==> src/design/isa_pkg.sv <==
// ----------------------------------------------------------------------------
// isa_pkg
// Shared types, constants and the nibble decode for the int4 similarity
// accumulator.
// ----------------------------------------------------------------------------
package isa_pkg;

  localparam int ITEM_BYTES   = 8;
  localparam int NIBBLES      = 2 * ITEM_BYTES;
  localparam int WORD_W       = 8 * ITEM_BYTES;
  localparam int COUNT_W      = 4;
  localparam int NIBBLE_W     = 4;
  localparam int ELEM_W       = 5;
  localparam int ELEM_LIMIT   = 225;

  localparam int ITEM_DOT_W   = 13;
  localparam int ITEM_NORM_W  = 12;
  localparam int ITEM_DIST_W  = 14;

  localparam int DOT_OUT_W    = 26;
  localparam int NORM_OUT_W   = 25;

  localparam int CFG_INDEX_W  = 2;
  localparam int CFG_DATA_W   = 4;

  localparam logic [CFG_INDEX_W-1:0] REG_NIBBLE_MASK  = 2'd0;
  localparam logic [CFG_INDEX_W-1:0] REG_SIGN_PATTERN = 2'd1;

  localparam logic [NIBBLE_W-1:0] NIBBLE_MASK_RESET  = 4'd15;
  localparam logic [NIBBLE_W-1:0] SIGN_PATTERN_RESET = 4'd8;

  typedef struct packed {
    logic [NIBBLE_W-1:0] nibble_mask;
    logic [NIBBLE_W-1:0] sign_pattern;
  } cfg_t;

  typedef struct packed {
    logic signed [ITEM_DOT_W-1:0] dot;
    logic [ITEM_NORM_W-1:0]       left_sq;
    logic [ITEM_NORM_W-1:0]       right_sq;
    logic [ITEM_DIST_W-1:0]       dist_sq;
  } item_sums_t;

  function automatic logic signed [ELEM_W-1:0] decode_nibble(
    input logic [NIBBLE_W-1:0] raw,
    input cfg_t                cfg
  );
    logic [NIBBLE_W-1:0] v;
    v = (raw & cfg.nibble_mask) ^ cfg.sign_pattern;
    return $signed({1'b0, v}) - $signed({1'b0, cfg.sign_pattern});
  endfunction

endpackage

==> src/design/int4_vector_similarity_accumulator.sv <==
// ----------------------------------------------------------------------------
// int4_vector_similarity_accumulator
// Streams two packed int4 vectors and returns dot product, both squared
// norms and squared distance for each vector pair.
// ----------------------------------------------------------------------------
// One item of up to eight byte pairs is taken every cycle unless input ready is
// low. An item sits in the input register, where sixteen lanes are decoded,
// multiplied and reduced by an adder tree into the saturating accumulators;
// the item flagged last loads the result register when it leaves the input
// register, and the sums clear. Input ready drops only while a finished result
// is held unread and a further last item is waiting in the input register.
// Configuration writes take effect at once and are always accepted.
module int4_vector_similarity_accumulator #(
  parameter int MAX_VECTOR_BYTES = 65536,
  parameter int BYTES_PER_ITEM   = 8
) (
  input  logic                                 clk,
  input  logic                                 rst,
  input  logic                                 in_valid,
  output logic                                 in_ready,
  input  logic [isa_pkg::WORD_W-1:0]           left_bytes,
  input  logic [isa_pkg::WORD_W-1:0]           right_bytes,
  input  logic [isa_pkg::COUNT_W-1:0]          byte_count,
  input  logic                                 last_word,
  output logic                                 out_valid,
  input  logic                                 out_ready,
  output logic signed [isa_pkg::DOT_OUT_W-1:0] dot_product,
  output logic [isa_pkg::NORM_OUT_W-1:0]       left_energy,
  output logic [isa_pkg::NORM_OUT_W-1:0]       right_energy,
  output logic [isa_pkg::NORM_OUT_W-1:0]       squared_distance,
  input  logic                                 cfg_valid,
  output logic                                 cfg_ready,
  input  logic [isa_pkg::CFG_INDEX_W-1:0]      cfg_index,
  input  logic [isa_pkg::CFG_DATA_W-1:0]       cfg_data
);
  import isa_pkg::*;

  cfg_t               cfg;
  logic               s1_valid;
  logic               s1_last;
  logic [WORD_W-1:0]  s1_left;
  logic [WORD_W-1:0]  s1_right;
  logic [COUNT_W-1:0] s1_count;
  logic               s1_go;
  item_sums_t         sums;

  assign cfg_ready = 1'b1;
  assign s1_go     = s1_valid && (!s1_last || !out_valid || out_ready);
  assign in_ready  = !s1_valid || s1_go;

  always_ff @(posedge clk) begin
    if (rst) begin
      cfg.nibble_mask  <= NIBBLE_MASK_RESET;
      cfg.sign_pattern <= SIGN_PATTERN_RESET;
    end else if (cfg_valid && cfg_ready) begin
      case (cfg_index)
        REG_NIBBLE_MASK:  cfg.nibble_mask  <= cfg_data;
        REG_SIGN_PATTERN: cfg.sign_pattern <= cfg_data;
        default: begin
        end
      endcase
    end
  end

  always_ff @(posedge clk) begin
    if (rst) begin
      s1_valid <= 1'b0;
    end else if (in_ready) begin
      s1_valid <= in_valid;
    end
  end

  always_ff @(posedge clk) begin
    if (in_valid && in_ready) begin
      s1_left  <= left_bytes;
      s1_right <= right_bytes;
      s1_count <= byte_count;
      s1_last  <= last_word;
    end
  end

  isa_item_sum #(
    .BYTES_PER_ITEM(BYTES_PER_ITEM)
  ) u_item_sum (
    .left_bytes (s1_left),
    .right_bytes(s1_right),
    .byte_count (s1_count),
    .cfg        (cfg),
    .sums       (sums)
  );

  isa_accum #(
    .MAX_VECTOR_BYTES(MAX_VECTOR_BYTES)
  ) u_accum (
    .clk             (clk),
    .rst             (rst),
    .take            (s1_go),
    .last            (s1_last),
    .sums            (sums),
    .out_valid       (out_valid),
    .out_ready       (out_ready),
    .dot_product     (dot_product),
    .left_energy     (left_energy),
    .right_energy    (right_energy),
    .squared_distance(squared_distance)
  );

  a_last_loads_result: assert property (@(posedge clk) disable iff (rst)
    (s1_go && s1_last) |=> out_valid)
    else $error("last item did not load the result register");

  a_result_from_last: assert property (@(posedge clk) disable iff (rst)
    $rose(out_valid) |-> $past(s1_go && s1_last))
    else $error("result appeared without a last item");

  a_stage_holds: assert property (@(posedge clk) disable iff (rst)
    (s1_valid && !s1_go) |=> (s1_valid && $stable(s1_last) && $stable(s1_count)))
    else $error("stalled item in input register changed");

endmodule

==> src/design/isa_item_sum.sv <==
// ----------------------------------------------------------------------------
// isa_item_sum
// Decodes the sixteen nibble lanes of one item and reduces the per-lane
// products and squares through a four-level adder tree.
// ----------------------------------------------------------------------------
module isa_item_sum #(
  parameter int BYTES_PER_ITEM = 8
) (
  input  logic [isa_pkg::WORD_W-1:0]  left_bytes,
  input  logic [isa_pkg::WORD_W-1:0]  right_bytes,
  input  logic [isa_pkg::COUNT_W-1:0] byte_count,
  input  isa_pkg::cfg_t               cfg,
  output isa_pkg::item_sums_t         sums
);
  import isa_pkg::*;

  localparam int LEVELS = $clog2(NIBBLES);
  localparam logic [COUNT_W-1:0] COUNT_MAX = COUNT_W'(BYTES_PER_ITEM);

  logic [COUNT_W-1:0] count;

  assign count = (byte_count > COUNT_MAX) ? COUNT_MAX : byte_count;

  always_comb begin
    logic signed [ITEM_DOT_W-1:0] dot_node [NIBBLES];
    logic [ITEM_NORM_W-1:0]       lsq_node [NIBBLES];
    logic [ITEM_NORM_W-1:0]       rsq_node [NIBBLES];
    logic [ITEM_DIST_W-1:0]       dsq_node [NIBBLES];
    logic signed [ELEM_W-1:0]     l;
    logic signed [ELEM_W-1:0]     r;
    logic signed [ELEM_W:0]       d;
    logic signed [ITEM_DIST_W-1:0] lx;
    logic signed [ITEM_DIST_W-1:0] rx;
    logic signed [ITEM_DIST_W-1:0] dx;
    for (int n = 0; n < NIBBLES; n++) begin
      l = decode_nibble(left_bytes[n*NIBBLE_W +: NIBBLE_W], cfg);
      r = decode_nibble(right_bytes[n*NIBBLE_W +: NIBBLE_W], cfg);
      d = {l[ELEM_W-1], l} - {r[ELEM_W-1], r};
      lx = {{(ITEM_DIST_W-ELEM_W){l[ELEM_W-1]}}, l};
      rx = {{(ITEM_DIST_W-ELEM_W){r[ELEM_W-1]}}, r};
      dx = {{(ITEM_DIST_W-ELEM_W-1){d[ELEM_W]}}, d};
      if (COUNT_W'(n / 2) < count) begin
        dot_node[n] = ITEM_DOT_W'(lx * rx);
        lsq_node[n] = ITEM_NORM_W'(lx * lx);
        rsq_node[n] = ITEM_NORM_W'(rx * rx);
        dsq_node[n] = $unsigned(dx * dx);
      end else begin
        dot_node[n] = '0;
        lsq_node[n] = '0;
        rsq_node[n] = '0;
        dsq_node[n] = '0;
      end
    end
    for (int lvl = 0; lvl < LEVELS; lvl++) begin
      for (int k = 0; k < (NIBBLES >> (lvl + 1)); k++) begin
        dot_node[k] = dot_node[2*k] + dot_node[2*k+1];
        lsq_node[k] = lsq_node[2*k] + lsq_node[2*k+1];
        rsq_node[k] = rsq_node[2*k] + rsq_node[2*k+1];
        dsq_node[k] = dsq_node[2*k] + dsq_node[2*k+1];
      end
    end
    sums.dot      = dot_node[0];
    sums.left_sq  = lsq_node[0];
    sums.right_sq = rsq_node[0];
    sums.dist_sq  = dsq_node[0];
  end

endmodule

==> src/design/isa_accum.sv <==
// ----------------------------------------------------------------------------
// isa_accum
// Saturating accumulators for the four sums and the result register that
// holds a finished vector pair until it is transferred.
// ----------------------------------------------------------------------------
module isa_accum #(
  parameter int MAX_VECTOR_BYTES = 65536
) (
  input  logic                                clk,
  input  logic                                rst,
  input  logic                                take,
  input  logic                                last,
  input  isa_pkg::item_sums_t                 sums,
  output logic                                out_valid,
  input  logic                                out_ready,
  output logic signed [isa_pkg::DOT_OUT_W-1:0] dot_product,
  output logic [isa_pkg::NORM_OUT_W-1:0]      left_energy,
  output logic [isa_pkg::NORM_OUT_W-1:0]      right_energy,
  output logic [isa_pkg::NORM_OUT_W-1:0]      squared_distance
);
  import isa_pkg::*;

  localparam longint SUM_LIMIT = longint'(MAX_VECTOR_BYTES) * 2 * ELEM_LIMIT;
  localparam int NORM_ACC_W = $clog2(SUM_LIMIT + 1);
  localparam int DOT_ACC_W  = NORM_ACC_W + 1;
  localparam int DOT_SUM_W  = ((DOT_ACC_W > ITEM_DOT_W) ? DOT_ACC_W : ITEM_DOT_W) + 1;
  localparam int NORM_SUM_W = ((NORM_ACC_W > ITEM_DIST_W) ? NORM_ACC_W : ITEM_DIST_W) + 1;

  localparam logic signed [DOT_SUM_W-1:0] DOT_HI = DOT_SUM_W'(SUM_LIMIT);
  localparam logic signed [DOT_SUM_W-1:0] DOT_LO = -DOT_HI;
  localparam logic [NORM_SUM_W-1:0]       NORM_HI = NORM_SUM_W'(SUM_LIMIT);

  logic signed [DOT_ACC_W-1:0] dot_acc;
  logic [NORM_ACC_W-1:0]       left_acc;
  logic [NORM_ACC_W-1:0]       right_acc;
  logic [NORM_ACC_W-1:0]       dist_acc;

  logic signed [DOT_SUM_W-1:0] dot_sum;
  logic [NORM_SUM_W-1:0]       left_total;
  logic [NORM_SUM_W-1:0]       right_total;
  logic [NORM_SUM_W-1:0]       dist_sum;

  logic signed [DOT_ACC_W-1:0] dot_next;
  logic [NORM_ACC_W-1:0]       left_next;
  logic [NORM_ACC_W-1:0]       right_next;
  logic [NORM_ACC_W-1:0]       dist_next;

  assign dot_sum     = DOT_SUM_W'(dot_acc) + DOT_SUM_W'(sums.dot);
  assign left_total  = NORM_SUM_W'(left_acc) + NORM_SUM_W'(sums.left_sq);
  assign right_total = NORM_SUM_W'(right_acc) + NORM_SUM_W'(sums.right_sq);
  assign dist_sum    = NORM_SUM_W'(dist_acc) + NORM_SUM_W'(sums.dist_sq);

  always_comb begin
    if (dot_sum > DOT_HI) begin
      dot_next = DOT_ACC_W'(DOT_HI);
    end else if (dot_sum < DOT_LO) begin
      dot_next = DOT_ACC_W'(DOT_LO);
    end else begin
      dot_next = DOT_ACC_W'(dot_sum);
    end
    left_next  = (left_total > NORM_HI) ? NORM_ACC_W'(NORM_HI) : NORM_ACC_W'(left_total);
    right_next = (right_total > NORM_HI) ? NORM_ACC_W'(NORM_HI) : NORM_ACC_W'(right_total);
    dist_next  = (dist_sum > NORM_HI) ? NORM_ACC_W'(NORM_HI) : NORM_ACC_W'(dist_sum);
  end

  always_ff @(posedge clk) begin
    if (rst) begin
      dot_acc   <= '0;
      left_acc  <= '0;
      right_acc <= '0;
      dist_acc  <= '0;
      out_valid <= 1'b0;
    end else begin
      if (take && last) begin
        dot_acc   <= '0;
        left_acc  <= '0;
        right_acc <= '0;
        dist_acc  <= '0;
        out_valid <= 1'b1;
      end else begin
        if (take) begin
          dot_acc   <= dot_next;
          left_acc  <= left_next;
          right_acc <= right_next;
          dist_acc  <= dist_next;
        end
        if (out_ready) begin
          out_valid <= 1'b0;
        end
      end
    end
  end

  always_ff @(posedge clk) begin
    if (take && last) begin
      dot_product      <= DOT_OUT_W'(dot_next);
      left_energy      <= NORM_OUT_W'(left_next);
      right_energy     <= NORM_OUT_W'(right_next);
      squared_distance <= NORM_OUT_W'(dist_next);
    end
  end

endmodule
==> config.mk <==
export PLATFORM = sky130hd
export DESIGN_NAME = int4_vector_similarity_accumulator
export DESIGN_NICKNAME = d
export VERILOG_FILES = /design/src/design/isa_pkg.sv /design/src/design/int4_vector_similarity_accumulator.sv /design/src/design/isa_item_sum.sv /design/src/design/isa_accum.sv
export SDC_FILE = /design/constraint.sdc
export NUM_CORES = 2
export LEC_CHECK = 0
export BUFFER_PORTS_ARGS = -buffer_cell sky130_fd_sc_hd__buf_2
export CORE_MARGIN = 2
export CORE_UTILIZATION = 60
export DETAILED_ROUTE_END_ITERATION = 10
export PLACE_DENSITY_LB_ADDON = 0.05
export SYNTH_ARGS = -nofsm -noshare
export SYNTH_HDL_FRONTEND = slang
export SYNTH_SLANG_ARGS = --single-unit
==> constraint.sdc <==
create_clock -name clk -period 17.46 [get_ports clk]
set_input_delay 3.492 -clock clk [delete_from_list [all_inputs] [get_ports clk]]
set_output_delay 3.492 -clock clk [all_outputs]
set_load 0.1 [all_outputs]
==> summary.md <==
| Metric | Value |
|---|---|
| # Max-Cap Violations | 0 |
| Number of routed nets with antenna violations | 0 |
| Kind of critical path | reg -> reg |
| Die Y | 404 um |
| Syn. warnings | 0 |
| Nets | 14.0k |
| Number of flops mapped to enable cells by yosys | 234 |
| P&R area growth vs syn | 5.96% |
| Vias per cell | 5.60 |
| Synth Flop Type | edfxtp_1 |
| Slew of the pin with the lowest slew margin | 1.31 ns |
| Iteration count of the initial detailed-routing pass | 9 |
| CTS Buffer Depth | 3 |
| Vias in the first global route | 74.9k |
| Post-DP HPWL | 249000 um |
| Crit-path max cell delay | 0.72 ns |
| CTS clock-pin slew for the worst setup and hold paths | 0.07 ns |
| Status | completed |
| TritonCTS buffer count | 43 |
| Sum of negative setup slack | 0 ns |
| Routed len/inst | 22.3 um |
| Initial antenna violation count | 20 |
| Post-Syn Area | 96200 um^2 |
| CP max-delay cell | dfxtp_4 |
| Register area share after synthesis | 9.62% |
| Core area | 159000 um^2 |
| Depth of the worst hold-timing path | 2 |
| Worst hold-check slack | 0.457 ns |
| Yosys reg bits | 345 |
| Unrepaired setup endpoints after global routing | no |
| Slew Limit Fails | 0 |
| Setup Buffers After CTS | 0 |
| Post-synth ARST share | 0% |
| Max frequency | 62.0 MHz |
| Slew margin rel. | 12.0% |
| Count of cell types in the netlist | 110 |
| Crit Path Max Fanout | 24 |
| Worst r2r path cells | 56 |
| Core Rows | 146 |
| Hold Path Class | reg -> reg |
| Syn avg cell area | 9.09 um^2 |
| Total die area | 164000 um^2 |
| Total track usage | 36.0% |
| I/O pin cnt | 248 |
| Post-Syn Instances | 10.6k |
| Post-CTS sizing | 0 |
| Via count | 72.6k |
| Drt total wl | 290000 um |
| Final setup vio count | 0 |
| DR DRC count | 0 |
| Critical path required time | 18.06 ns |
| CTS Hold Buffers Added | 0 |
| Most used cell, CP | inv_1 |
| Die X | 404 um |
| CTS Sinks | 345 |
| Critical path data arrival time | 16.73 ns |
| Initial Util | 60.6% |
| Total gr overflow | 0 |
| CTS tree | built |
| # port buffers | 246 |
| Clock root buffer | clkbuf_16 |
| Util after Layout | 64.2% |
| Initial DRC Count | 5522 |
| First-pass GRT wire length | 443000 um |
| Final Cycle Share | 92.4% |
| Critical path endpoint category | register |
| Clock Latency Late Sink | 0.74 ns |
| H-tree Lvls | 2 |
| Worst setup SP type | register |
| Routability-driven placement congestion ratio | 1.02 |
| Fin. Hold Viols | 0 |
| Post-Route Skew | 0.0822 ns |
| Pin count of the biggest net entering global routing | 70 |
| Min Tclk post-route | 16.13 ns |
| Share of layout cells above drive strength 1 | 5.00% |
-- placed cells by master, fill, tap and decap left out, drive strengths merged, types with 138 or more instances in the layout --
cell       n
buf      349
and2     213
inv     2220
nand2    950
a21o     287
edfxtp   234
ha      1392
xnor2    783
nor2     883
fa      1566
o21ai    138
a21oi    444
xor2     215
-- metal layers --
layer | track usage, % | up-vias | share of wire, %
met4 | 16.4 | 8 | 5.5
met2 | 55.1 | 2481 | 44
met5 | 0 | - | 0.018
li1 | - | 33463 | -
met1 | 50.0 | 36141 | 43
met3 | 6.55 | 524 | 8.1
-- synth_stat cells, drive strengths merged, types with 16 or more instances --
| master | count | area [um^2] |
|---|---|---|
| nand2 | 950 | 3570 |
| nor3 | 79 | 407 |
| edfxtp | 234 | 7030 |
| nand3 | 90 | 450 |
| xor2 | 215 | 1880 |
| mux2i | 47 | 470 |
| a21o | 287 | 2150 |
| mux2 | 35 | 394 |
| a211oi | 27 | 255 |
| nand2b | 122 | 763 |
| and2 | 213 | 1330 |
| buf | 50 | 260 |
| o211ai | 22 | 175 |
| ha | 1392 | 17400 |
| xnor2 | 783 | 6860 |
| a31oi | 62 | 415 |
| o21a | 25 | 189 |
| inv | 2214 | 8310 |
| clkbuf | 138 | 519 |
| o21ai | 138 | 702 |
| or2 | 16 | 100 |
| a21oi | 444 | 2230 |
| nand4 | 29 | 188 |
| o21bai | 87 | 653 |
| and3 | 22 | 138 |
| fa | 1566 | 31400 |
| nor2b | 94 | 588 |
| nor2 | 883 | 3330 |
| dfxtp | 111 | 2220 |
-- flip-flops by register name, summed over array words and instances (netlist names) --
| signal | flops |
|---|---|
| u_accum.right_energy | 25 |
| u_accum.out_valid | 1 |
| cfg | 8 |
| s1_last | 1 |
| s1_left | 64 |
| u_accum.dot_product | 26 |
| u_accum.left_acc | 25 |
| u_accum.left_energy | 25 |
| s1_count | 4 |
| s1_valid | 1 |
| u_accum.right_acc | 25 |
| u_accum.squared_distance | 25 |
| s1_right | 64 |
| u_accum.dist_acc | 25 |
| u_accum.dot_acc | 26 |
-- cell type report --
cell class,instances,area (um^2)
Clock buffer,54,1190
Sequential cell,345,9270
Fill cell,13710,56800
Tap cell,2072,2590
Clock inverter,26,362
Inverter,2216,8320
Antenna cell,9,22.5
Timing Repair Buffer,349,2030
Multi-Input combinational cell,7898,78100
-- kinds of logic after synthesis --
kind of cell | count (synthesis) | synth area share, %
adders and majority gates | 2961 | 50.7
and+or+nand+nor | 2566 | 11.9
buffers and inverters | 2404 | 9.46
AOI/OAI and AO/OA | 1226 | 8.33
xor gates and xnor gates | 998 | 9.09
DFF | 345 | 9.62
muxes | 82 | 0.899
other | 2 | 0.00781
-- worst max-delay path: cells and delay by family, from the launching register on --
family,cells,cell delay (ns)
AO/OA/AOI/OAI,13,2.59
buffers and inverters,14,2.03
AND/OR/NAND/NOR,10,2.41
adder cells (fa/ha/maj),15,7.03
XOR/XNOR,4,1.20
flip-flops,1,0.72
-- per-stage QoR --
step | cell area (um^2) | cells | setup slack [ns]
final | 102000 | 12969 | 1.33
after global routing | 102000 | 12963 | 0.611
after CTS | 102000 | 12960 | 1.57
after detailed placement | 100000 | 12880 | 1.60
after global placement | 100000 | 12880 | 1.92
after floorplan | 96400 | 10647 | 2.83
-- final timing paths --
path,startpoint,to,slack (ns)
max,cfg[2],u_accum.dist_acc[19],1.33
min,u_accum.dist_acc[6],u_accum.dist_acc[6],0.46
max reg2reg,cfg[2],u_accum.dist_acc[19],1.33
min reg2reg,u_accum.dist_acc[6],u_accum.dist_acc[6],0.46
Power is left out: the tool's default activity adds up to more than one toggle a clock period on the data nets, which glitch-free logic cannot reach.
